`src/rtl/core/fpmm_pkg.sv`:
```
// ----------------------------------------------------------------------------
// Fixed-point 4x4 matrix multiply package
// Types and constants shared by the controller, datapath and top level.
// ----------------------------------------------------------------------------
package fpmm_pkg;

	localparam int unsigned DataWidth  = 16;
	localparam int unsigned IndexWidth = 4;
	localparam int unsigned DimWidth   = 2;
	localparam int unsigned ProdWidth  = 2 * DataWidth;

	// Step counter: element index in the upper bits, term of the dot product below.
	localparam int unsigned StepWidth = IndexWidth + DimWidth;
	localparam logic [StepWidth-1:0] LastStep = '1;
	localparam logic [DimWidth-1:0] LastTerm = '1;
	localparam logic [IndexWidth-1:0] LastIndex = '1;

	// Commands from the controller to the datapath.
	typedef struct packed {
		logic                  load;
		logic                  issue;
		logic [IndexWidth-1:0] elem;
		logic [DimWidth-1:0]   term;
	} cmd_t;

	// Status from the datapath to the controller.
	typedef struct packed {
		logic advance;
	} status_t;

endpackage

```
`src/rtl/core/fpmm_datapath.sv`:
```
// ----------------------------------------------------------------------------
// Fixed-point 4x4 matrix multiply datapath
// Holds both element stores, one 16x16 multiplier, the accumulator and the
// output register.
// ----------------------------------------------------------------------------
module fpmm_datapath #(
	parameter int unsigned FRAC_BITS = 4
) (
	input  logic                                clk,
	input  logic                                arst_n,
	input  fpmm_pkg::cmd_t                      cmd,
	output fpmm_pkg::status_t                   status,
	input  logic [fpmm_pkg::IndexWidth-1:0]     element_index,
	input  logic signed [fpmm_pkg::DataWidth-1:0] left_value,
	input  logic signed [fpmm_pkg::DataWidth-1:0] right_value,
	output logic                                out_valid,
	input  logic                                out_stall,
	output logic signed [fpmm_pkg::DataWidth-1:0] product_value,
	output logic [fpmm_pkg::DimWidth-1:0]       product_row,
	output logic [fpmm_pkg::DimWidth-1:0]       product_col,
	output logic                                final_result
);

	localparam int unsigned Shift = 2 * FRAC_BITS;

	logic signed [fpmm_pkg::DataWidth-1:0] left_q  [16];
	logic signed [fpmm_pkg::DataWidth-1:0] right_q [16];

	logic                                  advance;
	logic [fpmm_pkg::IndexWidth-1:0]       left_addr;
	logic [fpmm_pkg::IndexWidth-1:0]       right_addr;
	logic signed [fpmm_pkg::ProdWidth-1:0] product_s1;
	logic                                  valid_s1;
	logic                                  first_s1;
	logic                                  last_s1;
	logic [fpmm_pkg::IndexWidth-1:0]       elem_s1;
	logic signed [fpmm_pkg::ProdWidth-1:0] shifted;
	logic [fpmm_pkg::DataWidth-1:0]        acc_q;
	logic [fpmm_pkg::DataWidth-1:0]        acc_next;

	// The pipeline moves unless a result waits in the output register and is stalled.
	assign advance = !(out_valid && out_stall);
	assign status.advance = advance;

	// Row of the left matrix and column of the right matrix for this term.
	assign left_addr  = {cmd.elem[3:2], cmd.term};
	assign right_addr = {cmd.term, cmd.elem[1:0]};

	// Element stores, cleared at reset and written on each load transfer.
	always_ff @(posedge clk or negedge arst_n) begin
		if (!arst_n) begin
			for (int i = 0; i < 16; i++) begin
				left_q[i]  <= '0;
				right_q[i] <= '0;
			end
		end else if (cmd.load) begin
			left_q[element_index]  <= left_value;
			right_q[element_index] <= right_value;
		end
	end

	// Multiply stage: one term of one dot product per cycle while the pipeline advances.
	always_ff @(posedge clk or negedge arst_n) begin
		if (!arst_n) begin
			valid_s1 <= 1'b0;
		end else if (advance) begin
			valid_s1 <= cmd.issue;
		end
	end

	always_ff @(posedge clk) begin
		if (advance && cmd.issue) begin
			product_s1 <= left_q[left_addr] * right_q[right_addr];
			first_s1   <= (cmd.term == '0);
			last_s1    <= (cmd.term == fpmm_pkg::LastTerm);
			elem_s1    <= cmd.elem;
		end
	end

	// Shift each product, then accumulate modulo 2^16.
	assign shifted  = product_s1 >>> Shift;
	assign acc_next = (first_s1 ? '0 : acc_q) + shifted[fpmm_pkg::DataWidth-1:0];

	always_ff @(posedge clk) begin
		if (advance && valid_s1) begin
			acc_q <= acc_next;
		end
	end

	// Output register, loaded on the last term of each element.
	always_ff @(posedge clk or negedge arst_n) begin
		if (!arst_n) begin
			out_valid <= 1'b0;
		end else if (advance) begin
			out_valid <= valid_s1 && last_s1;
		end
	end

	always_ff @(posedge clk) begin
		if (advance && valid_s1 && last_s1) begin
			product_value <= acc_next;
			product_row   <= elem_s1[3:2];
			product_col   <= elem_s1[1:0];
			final_result  <= (elem_s1 == fpmm_pkg::LastIndex);
		end
	end

	// A result appears only after the last term of its dot product.
	assert property (@(posedge clk) disable iff (!arst_n)
		(!out_valid && !(valid_s1 && last_s1)) |=> !out_valid)
		else $error("result produced without a completed dot product");

	// The final result always belongs to the bottom-right element.
	assert property (@(posedge clk) disable iff (!arst_n)
		(out_valid && final_result) |-> (product_row == 2'd3 && product_col == 2'd3))
		else $error("final flag on an element other than the last");

endmodule

```
`src/rtl/core/fpmm_ctrl.sv`:
```
// ----------------------------------------------------------------------------
// Fixed-point 4x4 matrix multiply controller
// Accepts loads while idle and sequences the 64 multiply-accumulate steps of a
// product.
// ----------------------------------------------------------------------------
module fpmm_ctrl (
	input  logic                            clk,
	input  logic                            arst_n,
	input  logic                            in_valid,
	output logic                            in_stall,
	input  logic                            start_product,
	output fpmm_pkg::cmd_t                  cmd,
	input  fpmm_pkg::status_t               status
);

	typedef enum logic {
		IDLE,
		RUN
	} state_t;

	state_t                           state_q;
	logic [fpmm_pkg::StepWidth-1:0]   step_q;
	logic                             accept;

	assign in_stall = (state_q != IDLE);
	assign accept   = in_valid && !in_stall;

	// Commands to the datapath.
	assign cmd.load  = accept;
	assign cmd.issue = (state_q == RUN);
	assign cmd.elem  = step_q[fpmm_pkg::StepWidth-1:fpmm_pkg::DimWidth];
	assign cmd.term  = step_q[fpmm_pkg::DimWidth-1:0];

	// State and step counter.
	always_ff @(posedge clk or negedge arst_n) begin
		if (!arst_n) begin
			state_q <= IDLE;
			step_q  <= '0;
		end else begin
			case (state_q)
				IDLE: begin
					if (accept && start_product) begin
						state_q <= RUN;
						step_q  <= '0;
					end
				end
				RUN: begin
					if (status.advance) begin
						step_q <= step_q + 1'b1;
						if (step_q == fpmm_pkg::LastStep) begin
							state_q <= IDLE;
						end
					end
				end
				default: begin
					state_q <= IDLE;
				end
			endcase
		end
	end

	// A start transfer always begins the sequence at the first step.
	assert property (@(posedge clk) disable iff (!arst_n)
		(accept && start_product) |=> (state_q == RUN && step_q == '0))
		else $error("start transfer did not begin a product");

	// The sequence ends right after its last step is issued.
	assert property (@(posedge clk) disable iff (!arst_n)
		(state_q == RUN && status.advance && step_q == fpmm_pkg::LastStep)
		|=> (state_q == IDLE))
		else $error("sequence did not end after the last step");

endmodule

```
`src/rtl/core/fixed_point_matrix4_multiply.sv`:
```
// ----------------------------------------------------------------------------
// Fixed-point 4x4 matrix multiply, top level
// Loads two 4x4 matrices element by element and streams out their product.
// ----------------------------------------------------------------------------
// A load transfer writes one left and one right element together.
// A transfer with start_product set also starts the product: a single 16x16
// multiplier works through the 64 multiply-accumulate steps at one per cycle
// while the result side does not stall; the sixteen elements follow in
// row-major order, each passing the multiply stage and the output register.
// Input is stalled while that sequence runs; results still waiting
// in the output register drain afterward while new loads are taken. A stall
// on the result side holds the whole sequence.
module fixed_point_matrix4_multiply #(
	parameter int unsigned FRAC_BITS = 4
) (
	input  logic                                  clk,
	input  logic                                  arst_n,
	input  logic                                  in_valid,
	output logic                                  in_stall,
	input  logic [fpmm_pkg::IndexWidth-1:0]       element_index,
	input  logic signed [fpmm_pkg::DataWidth-1:0] left_value,
	input  logic signed [fpmm_pkg::DataWidth-1:0] right_value,
	input  logic                                  start_product,
	output logic                                  out_valid,
	input  logic                                  out_stall,
	output logic signed [fpmm_pkg::DataWidth-1:0] product_value,
	output logic [fpmm_pkg::DimWidth-1:0]         product_row,
	output logic [fpmm_pkg::DimWidth-1:0]         product_col,
	output logic                                  final_result
);

	fpmm_pkg::cmd_t    cmd;
	fpmm_pkg::status_t status;

	// Sequencer.
	fpmm_ctrl u_ctrl (
		.clk           (clk),
		.arst_n        (arst_n),
		.in_valid      (in_valid),
		.in_stall      (in_stall),
		.start_product (start_product),
		.cmd           (cmd),
		.status        (status)
	);

	// Stores, multiplier and accumulator.
	fpmm_datapath #(
		.FRAC_BITS (FRAC_BITS)
	) u_datapath (
		.clk           (clk),
		.arst_n        (arst_n),
		.cmd           (cmd),
		.status        (status),
		.element_index (element_index),
		.left_value    (left_value),
		.right_value   (right_value),
		.out_valid     (out_valid),
		.out_stall     (out_stall),
		.product_value (product_value),
		.product_row   (product_row),
		.product_col   (product_col),
		.final_result  (final_result)
	);

endmodule

```
`config.mk`:
```
export PLATFORM = sky130hd
export DESIGN_NAME = fixed_point_matrix4_multiply
export DESIGN_NICKNAME = d
export VERILOG_FILES = /design/src/rtl/core/fpmm_pkg.sv /design/src/rtl/core/fpmm_datapath.sv /design/src/rtl/core/fpmm_ctrl.sv /design/src/rtl/core/fixed_point_matrix4_multiply.sv
export SDC_FILE = /design/constraint.sdc
export NUM_CORES = 1
export LEC_CHECK = 0
export ABC_AREA = 0
export ABC_CLOCK_PERIOD_IN_PS = 10000
export BUFFER_PORTS_ARGS = -buffer_cell sky130_fd_sc_hd__buf_4
export CAP_MARGIN = 20
export CORE_UTILIZATION = 64
export DETAILED_ROUTE_END_ITERATION = 12
export GPL_TIMING_DRIVEN = 0
export PLACE_DENSITY = 0.86
export SYNTH_ARGS = -nofsm -noshare
export SYNTH_HDL_FRONTEND = slang
export SYNTH_SLANG_ARGS = --single-unit
export TNS_END_PERCENT = 100
```
`constraint.sdc`:
```
create_clock -name clk -period 10 [get_ports clk]
set_clock_uncertainty 0.05 [all_clocks]
set_input_delay 2 -clock clk [delete_from_list [all_inputs] [get_ports clk]]
set_output_delay 2 -clock clk [all_outputs]
set_load 0.01 [all_outputs]
```
======== After elaboration in Yosys (flattened, before gate mapping) ========
Index checks and enable logic that the tools add are counted.
word-level totals
  flip-flop bits (word level) ............. 588
  logic and storage cells ................. 91
  output and inout port bits .............. 23
  input bits .............................. 41
operators by class
  bitwise operators ....................... 4
  magnitude comparators ................... 4
  reductions and logical operators ........ 12
  equality and inequality tests ........... 5
  add/subtract/negate cells ............... 2
  muxes and demuxes ....................... 18
  multiply operators ...................... 1
operators with widths
  cell                                                count
  bitwise mux 256 bit                                 2
  binary-select mux 16 bit (select 4 bit)             2
  two-way mux 16 bit                                  6
  demux 16 bit (select 4 bit)                         1
  multiplier 16 x 16 -> 24 bit                        1
  adder 16 bit                                        1
  >= comparator 5 bit, second input constant          3
  NOT 4 -> 5 bit                                      3
  two-way mux 6 bit                                   2
  one-hot mux 6 bit (2 select lines)                  1
  logical AND 1 bit                                   8
  adder 6 x 1 -> 6 bit, second input constant         1
  == test 6 bit, second input constant                1
  < comparator 5 x 1 -> 1 bit, second input constant  1
  == test 4 bit, second input constant                1
  two-way mux 1 bit                                   3
  == test 2 bit, second input constant                1
  logical NOT 1 bit                                   2
  logical NOT 2 bit                                   1
  != test 2 x 1 -> 1 bit, second input constant       1
  != test 2 bit, second input constant                1
  one-hot mux 1 bit (2 select lines)                  1
  AND reduction 2 bit                                 1
  NOT 1 bit                                           1

======== Longest topological paths before layout ========
Gate-level depths: netlist (run 1).
  word-level depth ........................ 6
  mapped depth ............................ 36
  gate-level depth less buffers ........... 28

======== Modules after synthesis ========
A second synthesis (run 1) with hierarchy kept.
unflattened totals
  cells, all modules ...................... 2462
  area, all modules ....................... 33250.6 sq um
by module, submodules not included
  module         area each (sq um)  times used  seq. area each (sq um)  cells each
  fpmm_datapath  32896.6            1           14634.0                 2427
  fpmm_ctrl      354.1              1           175.2                   35

======== Worst setup path before layout (run 1) ========
OpenSTA, ideal clock, no wires.
  path type ............................... register to register
  start point ............................. reg u_ctrl.step_q[2] (netlist bit)
  end point ............................... reg u_datapath.product_s1[20] (netlist bit) (data pin)
  setup time .............................. 0.258 ns
  clock period less this slack ............ 7.827 ns
  cell stages (with the launch flop) ...... 34
  data required time ...................... 9.692 ns
  arrival time ............................ 7.519 ns
  setup slack ............................. 2.173 ns
  path buffers ............................ 7
  path through ............................ dfrtp_1 -> buf_6 -> buf_8 -> buf_8 -> buf_4 -> buf_4 -> buf_2 -> mux4_2 -> nor2_1 -> nor2_1 -> o21ai_1 -> clkbuf_1 -> nor2_1 -> fa_1 -> inv_1 -> fa_1 -> fa_1 -> inv_1 -> fa_1 -> fa_1 -> inv_1 -> fa_1 -> inv_1 -> ha_1 -> a21o_1 -> a21o_1 -> a21oi_1 -> o21ai_0 -> a31oi_1 -> o21ai_1 -> and2_1 -> o21a_1 -> nor2_1 -> xnor2_1
between the ends
  word-level cells in the longest chain between the ends .. 5
RTL lines
  item                                                   line                 text
  from (decl)                                            fpmm_ctrl.sv:22      logic [fpmm_pkg::StepWidth-1:0] step_q;
  from (signal assigned)                                 fpmm_ctrl.sv:49      step_q <= step_q + 1'b1;
  NOT 4 -> 5 bit (implied by the code)                   fpmm_datapath.sv:73  product_s1 <= left_q[left_addr] * right_q[right_addr];
  binary-select mux 16 bit (select 4 bit)                fpmm_datapath.sv:73
  two-way mux 16 bit (implied by the code) (2 in a row)  fpmm_datapath.sv:73
  multiplier 16 x 16 -> 24 bit                           fpmm_datapath.sv:73
  to (signal assigned)                                   fpmm_datapath.sv:73
  to (decl)                                              fpmm_datapath.sv:32  logic signed [fpmm_pkg::ProdWidth-1:0] product_s1;
Every way passes these cells. The select of a mux whose other input is x is not followed.
A chain may end at the register's enable or synchronous reset.

======== Worst setup path in the final report (run 1) ========
  start point ............................. reg u_ctrl.step_q[1] (netlist bit)
  end point ............................... reg u_datapath.product_s1[22] (netlist bit) (data pin)
between the ends
  word-level cells in the longest chain between the ends .. 5
  elaborated cells between the ends (all ways) .. 9
  classes of those cells .................. 1 x mul; 6 x mux; 2 x bitwise
RTL lines
  item                                                   line
  NOT 4 -> 5 bit (implied by the code)                   fpmm_datapath.sv:73
  binary-select mux 16 bit (select 4 bit)                fpmm_datapath.sv:73
  two-way mux 16 bit (implied by the code) (2 in a row)  fpmm_datapath.sv:73
  multiplier 16 x 16 -> 24 bit (*)                       fpmm_datapath.sv:73
Mark *: on every way between the ends. The rest lies on a longest branch, timed or not. The select of a mux whose other input is x is not followed.

==> impl_metrics.json, run 1 <==
{
  "final_period_minus_worst_setup_slack_ps": 9770,
  "grt_setup_unrepaired": "no",
  "worst_setup_path_start_kind": "register",
  "maxCapViolCount": 0,
  "worst_r2r_path_depth": 31,
  "placed_area_um2": 34900,
  "core_area_um2": 51500,
  "detail_route.drc_violations": 0,
  "route.vias.total": 21100,
  "first_global_vias": 22900,
  "portBuffers": 63,
  "synth-edff-count": 59,
  "hold_viol_final": 0,
  "first_iter_violations": 1800,
  "vias_per_cell": 6.29,
  "timing.setup.critical_path_class": "reg -> reg",
  "antenna_left": 0,
  "dieWidth_um": 231,
  "maximum_fanout_along_the_worst_path": 10,
  "clkTransAtPathRegs_ps": 70,
  "first_pass_grt_wire_length_um": 133000,
  "register_bit_total_from_synthesis": 580,
  "syn-num-nets": 2815,
  "fin_util_pct": 71.8,
  "critical_path_arrival_ps": 10100,
  "initial_utilization_pct": 64.9,
  "synth_top_family_by_area": "multiplexers",
  "area_growth_pct": 10.7,
  "cp_slowest_cell": "sky130_fd_sc_hd__clkbuf_1",
  "worst_skew_pair.late_latency_ps": 660,
  "antenna_found_initial": 4,
  "cts_buffer_depth": 3,
  "timing.slew.headroom_pct": 21.0,
  "drt-wirelength-per-cell_um": 25.4,
  "ys_seq_area_share_pct": 44.3,
  "total_global_route_track_usage_pct": 33.3,
  "synth-async-reset-ratio_pct": 89.8,
  "cts.htree.levels": 2,
  "post-dp-hpwl_um": 58800,
  "yosysUniqueCellTypes": 61,
  "finalWeightedCongestion": 0.952,
  "drt_pre_antenna_iters": 6,
  "synthesis.area_um2": 33400,
  "worstHoldPathType": "reg -> reg",
  "syn-instance-count": 2500,
  "filler_cell_count": 3189,
  "die-height_um": 231,
  "critical-path-max-stage-delay_ps": 570,
  "synthAdderAreaFrac_pct": 14.5,
  "row_count": 83,
  "critical_path.most_common_cell": "sky130_fd_sc_hd__fa_1",
  "final_layout_size_suffix_gt1_share_pct": 32.4,
  "numClockSinks": 580,
  "worstMarginPinSlew_ps": 1190,
  "grt_start_max_net_pins": 132,
  "clock-root-buffer": "sky130_fd_sc_hd__clkbuf_16",
  "tritoncts": "yes",
  "run_status": "finished clean",
  "syn-mean-instance-area_um2": 13.4,
  "cts_buffers": 57,
  "die_area_um2": 53200,
  "post_synth_and_or_nand_nor_area_fraction_pct": 5.38,
  "drv_slew": 0,
  "synth-warning-count": 0,
  "i_o_pin_cnt": 64,
  "critical_path_required_ps": 10330,
  "layout_worst_path_cycle_share_pct": 97.7,
  "grt-ovfl-total": 0,
  "setup_viol": 0,
  "timing.critical_path.to_type": "register",
  "routed_wirelength_um": 85300,
  "synth_top_flop_cell": "sky130_fd_sc_hd__dfrtp_1",
  "multiplexer_area_fraction_after_synthesis_pct": 27.6,
  "min_path_cells": 0,
  "ctsHoldBuffers": 0,
  "xor_xnor_share_of_the_synthesized_area_pct": 1.35,
  "nets": 2945,
  "max_freq_mhz": 102,
  "final_cell_area_um2": 37000,
  "synth_compound_gate_area_share_pct": 1.72
}
[state kept, by name, summed over array words and instances, names as in the netlist, 4 cells and up]
name                      cells
u_datapath.acc_q             16
u_datapath.elem_s1            4
u_datapath.product_s1        16
u_datapath.right_q          256
u_datapath.left_q           256
u_datapath.product_value     16
u_ctrl.step_q                 6
[kinds of logic (layout without fill, tap and decap cells)]
kind of cell               count (synthesis)  count (layout)
and+or+nand+nor                          413             413
AOI/OAI and AO/OA                         85              85
other                                      0               2
muxes                                    674             674
xor gates and xnor gates                  50              50
DFF                                      580             580
buffers and inverters                    424             602
adders and majority gates                274             274
[cells in the final DEF, fill, tap and decap left out, types with 4 or more instances in the layout]
cell type | synthesis | layout
sky130_fd_sc_hd__nor2b_1 | 28 | 28
sky130_fd_sc_hd__mux4_2 | 119 | 119
sky130_fd_sc_hd__mux2_2 | 521 | 521
sky130_fd_sc_hd__and2_1 | 13 | 13
sky130_fd_sc_hd__xor2_1 | 10 | 10
sky130_fd_sc_hd__clkinv_2 | 0 | 11
sky130_fd_sc_hd__dfrtp_1 | 521 | 521
sky130_fd_sc_hd__o21ai_0 | 17 | 17
sky130_fd_sc_hd__buf_8 | 2 | 6
sky130_fd_sc_hd__nand2_1 | 148 | 148
sky130_fd_sc_hd__o21ai_1 | 13 | 9
sky130_fd_sc_hd__inv_1 | 272 | 272
sky130_fd_sc_hd__nand2b_1 | 22 | 22
sky130_fd_sc_hd__nand3_1 | 17 | 17
sky130_fd_sc_hd__buf_6 | 7 | 7
sky130_fd_sc_hd__edfxtp_1 | 59 | 59
sky130_fd_sc_hd__buf_4 | 6 | 68
sky130_fd_sc_hd__a21oi_1 | 12 | 12
sky130_fd_sc_hd__clkbuf_2 | 0 | 6
sky130_fd_sc_hd__fa_1 | 187 | 187
sky130_fd_sc_hd__o21ai_2 | 2 | 6
sky130_fd_sc_hd__mux4_1 | 21 | 21
sky130_fd_sc_hd__buf_16 | 0 | 4
sky130_fd_sc_hd__nor3_1 | 9 | 9
sky130_fd_sc_hd__ha_1 | 87 | 87
sky130_fd_sc_hd__a21o_1 | 8 | 8
sky130_fd_sc_hd__buf_2 | 16 | 17
sky130_fd_sc_hd__clkbuf_16 | 0 | 58
sky130_fd_sc_hd__clkbuf_8 | 0 | 14
sky130_fd_sc_hd__nand4_1 | 4 | 4
sky130_fd_sc_hd__buf_1 | 43 | 41
sky130_fd_sc_hd__xnor2_1 | 38 | 38
sky130_fd_sc_hd__mux2i_1 | 13 | 13
sky130_fd_sc_hd__clkbuf_1 | 74 | 79
sky130_fd_sc_hd__nor2_1 | 156 | 156
sky130_fd_sc_hd__bufinv_16 | 0 | 7
sky130_fd_sc_hd__o21a_1 | 7 | 7
[Yosys cell counts (all sizes together) (17+ instances only)]
cell type	count	area, um^2
fa	187	3740
clkbuf	74	278
inv	274	1030
nor2b	28	175
nand2b	22	138
xnor2	38	333
nand3	17	85.1
nand2	150	568
o21ai	32	168
edfxtp	59	1770
mux4	140	3230
buf	76	435
dfrtp	521	13000
mux2	521	5870
ha	87	1090
nor2	157	592
[worst max-delay path: cells and delay by family (launching register included)]
kind / cells / cell delay [ps]
fa+ha+maj: 7 / 3440
buf+inv: 11 / 3150
compound gates: 6 / 1120
simple gates: 6 / 960
xor+xnor: 1 / 430
flops: 1 / 380
[metal layers]
metal,GRT usage (%),vias to the layer above,share of wire (%)
met5,0,-,0.027
met4,17.8,4,5.4
met3,6.84,289,7.7
met2,55.2,947,50
met1,41.4,11100,37
li1,-,8786,-
[metrics by stage]
step,setup TNS (ps),cells,hold slack (ps),worst slack (ps)
CTS,0,3356,404,27.0
global placement,-2.98,3243,376,-2.98
detailed placement,-264,3249,386,-133
global route,0,3359,446,108
finish,0,3360,412,230
floorplan,0,2500,368,2170
[what timing repair did]
action / 4_1_cts / 5_1_grt
cloned: 0 / 0
setup buffers: 0 / 0
setup endpoints to repair: 5 / 5
gates resized for setup: 7 / 4
[final timing paths]
| path | from | slack [ps] | endpoint |
|---|---|---|---|
| hold reg to reg | u_datapath.elem_s1[1]$_DFFE_PP_ | 410 | u_datapath.product_col[1]$_DFFE_PP_ |
| max in group asynchronous | arst_n | 7180 | u_datapath.left_q[122]$_DFFE_PN0P_ |
| min in group asynchronous | arst_n | 1220 | u_datapath.left_q[117]$_DFFE_PN0P_ |
| setup reg to reg | u_ctrl.step_q[1]$_DFFE_PN0P_ | 230 | u_datapath.product_s1[22]$_DFFE_PP_ |
| hold / removal | u_datapath.elem_s1[1]$_DFFE_PP_ | 410 | u_datapath.product_col[1]$_DFFE_PP_ |
| setup / recovery | u_ctrl.step_q[1]$_DFFE_PN0P_ | 230 | u_datapath.product_s1[22]$_DFFE_PP_ |
[layout make-up]
type	count	area [um^2]	share of cell area, %
well taps	680	851	2.30
repair buffers	72	654	1.77
plain buffers	149	717	1.94
multi-input cells	1496	16900	45.7
clock inverters	25	364	0.984
diodes	2	5.00	0.0135
clock buffers	82	1680	4.53
inverters	274	1030	2.78
flip-flops and latches	580	14800	40.0
Power of run 1 is not shown: default switching activity piles up to over one toggle a cycle in this logic, so the estimate is an artifact.
==> run 2, diff against run 1 <==
CORE_UTILIZATION = 66   (was 64)
CTS_BUF_LIST = sky130_fd_sc_hd__clkbuf_2 sky130_fd_sc_hd__clkbuf_4 sky130_fd_sc_hd__clkbuf_8   (was not set)
PLACE_DENSITY = 0.88   (was 0.86)
==> impl_metrics.json, run 2 (same netlist as run 1, synthesis figures left out) <==
{
  "critical_path.most_common_cell": "sky130_fd_sc_hd__fa_1",
  "reg2reg_setup_slack_ps": 300,
  "clock-root-buffer": "sky130_fd_sc_hd__clkbuf_8",
  "grt-ovfl-total": 0,
  "cts_buffers": 93,
  "post-dp-hpwl_um": 59900,
  "critical_path_arrival_ps": 10100,
  "filler_cell_count": 3064,
  "maximum_fanout_along_the_worst_path": 10,
  "finalWeightedCongestion": 0.971,
  "antenna_found_initial": 6,
  "grt_start_max_net_pins": 130,
  "cp_slowest_cell": "sky130_fd_sc_hd__buf_1",
  "critical-path-max-stage-delay_ps": 750,
  "worstPathBufferInverterCount": 9,
  "worst_setup_path_start_kind": "register",
  "worst_r2r_path_depth": 28,
  "die-height_um": 227,
  "grt_setup_unrepaired": "no",
  "worst_skew_pair.late_latency_ps": 730,
  "hold_path.startpoint": "u_datapath.elem_s1[2]$_DFFE_PP_",
  "biggestRegsByFlops": "u_datapath.left_q (256), u_datapath.right_q (256)",
  "min_path_cells": 0,
  "vias_per_cell": 6.32,
  "antenna_left": 0,
  "placed_area_um2": 34900,
  "hold_viol_final": 0,
  "timing.setup.critical_path_class": "reg -> reg",
  "timing.slew.headroom_pct": 19.7,
  "drv_slew": 0,
  "drt_pre_antenna_iters": 6,
  "row_count": 82,
  "hold_path_sink": "u_datapath.product_row[0]$_DFFE_PP_",
  "cts.htree.levels": 3,
  "detail_route.drc_violations": 0,
  "fin_util_pct": 73.9,
  "portBuffers": 63,
  "i_o_pin_cnt": 64,
  "critical_path_required_ps": 10400,
  "cts_buffer_depth": 3,
  "postCtsSetupRepairBufs": 0,
  "dieWidth_um": 227,
  "layout.cells.most_common_list": "sky130_fd_sc_hd__mux2_2 (521), sky130_fd_sc_hd__dfrtp_1 (521), sky130_fd_sc_hd__inv_1 (272), sky130_fd_sc_hd__fa_1 (187), sky130_fd_sc_hd__nor2_1 (156)",
  "first_iter_violations": 1720,
  "worstMarginPinSlew_ps": 1200,
  "first_global_vias": 23600,
  "final_period_minus_worst_setup_slack_ps": 9700,
  "routed_wirelength_um": 88000,
  "setup_viol": 0,
  "timing.critical_path.to_type": "register",
  "r2r_start": "u_ctrl.step_q[5]$_DFFE_PN0P_",
  "tritoncts": "yes",
  "max_freq_mhz": 103,
  "nets": 2980,
  "final_layout_size_suffix_gt1_share_pct": 34.3,
  "worstHoldPathType": "reg -> reg",
  "die_area_um2": 51600,
  "reg2reg_to": "u_datapath.product_s1[20]$_DFFE_PP_",
  "core_area_um2": 50100,
  "route.vias.total": 21600,
  "total_global_route_track_usage_pct": 35.6,
  "first_pass_grt_wire_length_um": 135000,
  "layout_worst_path_cycle_share_pct": 97.0,
  "path_delay_family": "adder cells",
  "clkTransAtPathRegs_ps": 60,
  "initial_utilization_pct": 66.8,
  "run_status": "finished clean",
  "final_cell_area_um2": 37000,
  "numClockSinks": 580,
  "maxCapViolCount": 0,
  "drt-wirelength-per-cell_um": 25.8,
  "area_growth_pct": 10.6
}
## run 2: cell types whose count changed in the layout (fill, tap and decap cells not counted), sizes merged
cell,before,now
buf,145,144
clkbuf,158,235
inv,277,276
clkinv,13,7
diode,2,5
clkinvlp,2,3
bufinv,7,0
## run 2: timing repair
item | in CTS | in global routing
gates resized for setup | 4 | 9
setup endpoints to repair | 5 | 5
hold buffers | 0 | 0
## run 2: cell type report
class | count | area [um^2] | share of cell area (%)
multi-input cells | 1496 | 16900 | 45.7
flip-flops and latches | 580 | 14800 | 40.0
clock buffers | 159 | 1940 | 5.24
inverters | 274 | 1030 | 2.78
well taps | 672 | 841 | 2.27
plain buffers | 149 | 717 | 1.94
repair buffers | 71 | 662 | 1.79
clock inverters | 12 | 76.3 | 0.206
diodes | 5 | 12.5 | 0.0338
## run 2: layer usage
| layer | routed length, um | up-vias | global-route usage [%] |
|---|---|---|---|
| met3 | 7570 | 373 | 8.38 |
| met4 | 4910 | 6 | 21.2 |
| met2 | 43900 | 1162 | 59.0 |
| li1 | - | 8856 | - |
| met5 | 41 | - | 0 |
| met1 | 31600 | 11200 | 42.7 |
## run 2: through the flow
step	TNS, ps	hold WS [ps]	instances	setup slack (ps)
after floorplan	0	368	2500	2170
after global placement	-154	372	3235	-87.0
after detailed placement	-810	384	3240	-301
after CTS	0	403	3410	53.6
after global routing	0	417	3414	75.6
final	0	409	3418	298
## run 2: how the worst max path moves through the flow
stage,start,end,cells after the start
after floorplan,u_ctrl.step_q[2]$_DFFE_PN0P_,u_datapath.product_s1[20]$_DFFE_PP_,33
after global placement,u_ctrl.step_q[3]$_DFFE_PN0P_,u_datapath.product_s1[22]$_DFFE_PP_,32
after detailed placement,u_ctrl.step_q[3]$_DFFE_PN0P_,u_datapath.product_s1[20]$_DFFE_PP_,32
after CTS,u_ctrl.step_q[1]$_DFFE_PN0P_,u_datapath.product_s1[20]$_DFFE_PP_,31
after global routing,u_ctrl.step_q[5]$_DFFE_PN0P_,u_datapath.product_s1[20]$_DFFE_PP_,28
final,u_ctrl.step_q[5]$_DFFE_PN0P_,u_datapath.product_s1[20]$_DFFE_PP_,28
## run 2: worst register-to-register path, delay by kind of cell, from the launching register on
| family | cells | cell delay (ps) |
|---|---|---|
| adders and majority gates | 7 | 3210 |
| buffers and inverters | 9 | 3210 |
| AOI/OAI and AO/OA | 7 | 1280 |
| and+or+nand+nor | 3 | 640 |
| muxes | 1 | 460 |
| DFF | 1 | 420 |
| xor gates and xnor gates | 1 | 140 |
Power of run 2 is left out for the same reason.
==> run 3, diff against run 2 <==
CORE_UTILIZATION = 25   (was 66)
PLACE_DENSITY = 0.44   (was 0.88)
==> impl_metrics.json, run 3 (same netlist as run 1, synthesis figures left out) <==
{
  "timing.critical_path.to_type": "register",
  "worstHoldPathType": "reg -> reg",
  "numClockSinks": 580,
  "layout.cells.most_common_list": "sky130_fd_sc_hd__mux2_2 (521), sky130_fd_sc_hd__dfrtp_1 (521), sky130_fd_sc_hd__inv_1 (272), sky130_fd_sc_hd__fa_1 (187), sky130_fd_sc_hd__nor2_1 (156)",
  "ctsHoldBuffers": 0,
  "routed_wirelength_um": 94900,
  "biggestRegsByFlops": "u_datapath.left_q (256), u_datapath.right_q (256)",
  "worst_r2r_path_depth": 32,
  "hold_path.startpoint": "u_datapath.elem_s1[0]$_DFFE_PP_",
  "clkTransAtPathRegs_ps": 60,
  "worstMarginPinSlew_ps": 1150,
  "path_delay_family": "buffers and inverters",
  "critical_path_arrival_ps": 9960,
  "hold_viol_final": 0,
  "grt-ovfl-total": 0,
  "cts_buffers": 104,
  "maximum_fanout_along_the_worst_path": 10,
  "first_global_vias": 21600,
  "worstPathBufferInverterCount": 12,
  "dieWidth_um": 368,
  "nets": 3004,
  "first_pass_grt_wire_length_um": 144000,
  "layout_worst_path_cycle_share_pct": 94.6,
  "core_area_um2": 132000,
  "min_path_cells": 0,
  "critical_path_required_ps": 10500,
  "drt-wirelength-per-cell_um": 21.0,
  "first_iter_violations": 892,
  "total_global_route_track_usage_pct": 14.4,
  "initial_utilization_pct": 25.3,
  "worst_setup_path_start_kind": "register",
  "maxCapViolCount": 0,
  "antenna_found_initial": 10,
  "timing.setup.critical_path_class": "reg -> reg",
  "reg2reg_to": "u_datapath.product_s1[20]$_DFFE_PP_",
  "hold_ws_ps": 416,
  "grt_setup_unrepaired": "no",
  "vias_per_cell": 4.42,
  "die_area_um2": 135000,
  "final_period_minus_worst_setup_slack_ps": 9460,
  "run_status": "finished clean",
  "final_layout_size_suffix_gt1_share_pct": 34.8,
  "drt_pre_antenna_iters": 5,
  "hold_path_sink": "u_datapath.product_col[0]$_DFFE_PP_",
  "cts_buffer_depth": 3,
  "route.vias.total": 20000,
  "tritoncts": "yes",
  "grt_start_max_net_pins": 105,
  "reg2reg_setup_slack_ps": 540,
  "portBuffers": 63,
  "antenna_left": 0,
  "i_o_pin_cnt": 64,
  "clock-root-buffer": "sky130_fd_sc_hd__clkbuf_8",
  "critical_path.most_common_cell": "sky130_fd_sc_hd__fa_1",
  "worst_skew_pair.late_latency_ps": 840,
  "timing.slew.headroom_pct": 23.0,
  "post-dp-hpwl_um": 67500,
  "cp_slowest_cell": "sky130_fd_sc_hd__clkbuf_1",
  "r2r_start": "u_ctrl.step_q[1]$_DFFE_PN0P_",
  "detail_route.drc_violations": 0,
  "critical-path-max-stage-delay_ps": 670,
  "area_growth_pct": 15.9,
  "die-height_um": 368,
  "max_freq_mhz": 106,
  "setup_viol": 0,
  "finalWeightedCongestion": 0.813,
  "row_count": 133,
  "cts.htree.levels": 3,
  "drv_slew": 0
}
==> run 3: changes by cell type in the layout (fill, tap and decap cells not counted), sizes merged <==
cell / delta
buf: +15
bufinv: +2
clkinv: +5
clkinvlp: -2
inv: +4
==> run 3: final cells by class <==
cell class	count	area, um^2
diodes	5	12.5
plain buffers	147	709
clock buffers	161	2000
clock inverters	21	225
fillers	13600	93400
inverters	274	1030
multi-input cells	1496	16900
flip-flops and latches	580	14800
well taps	1755	2200
repair buffers	86	890
==> run 3: how the worst max path moves through the flow <==
stage                                       startpoint                                  end  cells after the start
after CTS                 u_ctrl.step_q[1]$_DFFE_PN0P_  u_datapath.product_s1[20]$_DFFE_PP_                     33
after detailed placement  u_ctrl.step_q[1]$_DFFE_PN0P_  u_datapath.product_s1[20]$_DFFE_PP_                     33
final                     u_ctrl.step_q[1]$_DFFE_PN0P_  u_datapath.product_s1[20]$_DFFE_PP_                     32
after global routing      u_ctrl.step_q[1]$_DFFE_PN0P_  u_datapath.product_s1[20]$_DFFE_PP_                     33
after floorplan           u_ctrl.step_q[2]$_DFFE_PN0P_  u_datapath.product_s1[20]$_DFFE_PP_                     33
after global placement    u_ctrl.step_q[3]$_DFFE_PN0P_  u_datapath.product_s1[20]$_DFFE_PP_                     32
==> run 3: stage by stage <==
step	instance area [um^2]	cells	util [%]	setup WS [ps]	TNS [ps]
2_1_floorplan	33400	2500	-	2170	0
3_3_place_gp	36100	4318	27.3	-738	-4030
3_5_place_dp	36500	4339	27.6	-328	-1270
4_1_cts	38700	4520	29.3	3.89	0
5_1_grt	38800	4523	29.3	29.6	0
6_report	38800	4525	29.3	544	0
==> run 3: repair_timing <==
action,CTS,global route
hold endpoints to repair,0,0
pin swaps,0,0
setup endpoints to repair,5,6
gates resized for setup,1,9
buffers inserted,0,0
==> run 3: layer usage <==
| layer | GRT usage [%] | vias up | wire, um |
|---|---|---|---|
| met5 | 0 | - | 77 |
| met4 | 4.60 | 12 | 2250 |
| met3 | 2.92 | 152 | 4250 |
| met2 | 23.0 | 337 | 44100 |
| met1 | 19.4 | 10600 | 44200 |
| li1 | - | 8928 | - |
Power of run 3 is left out for the same reason.
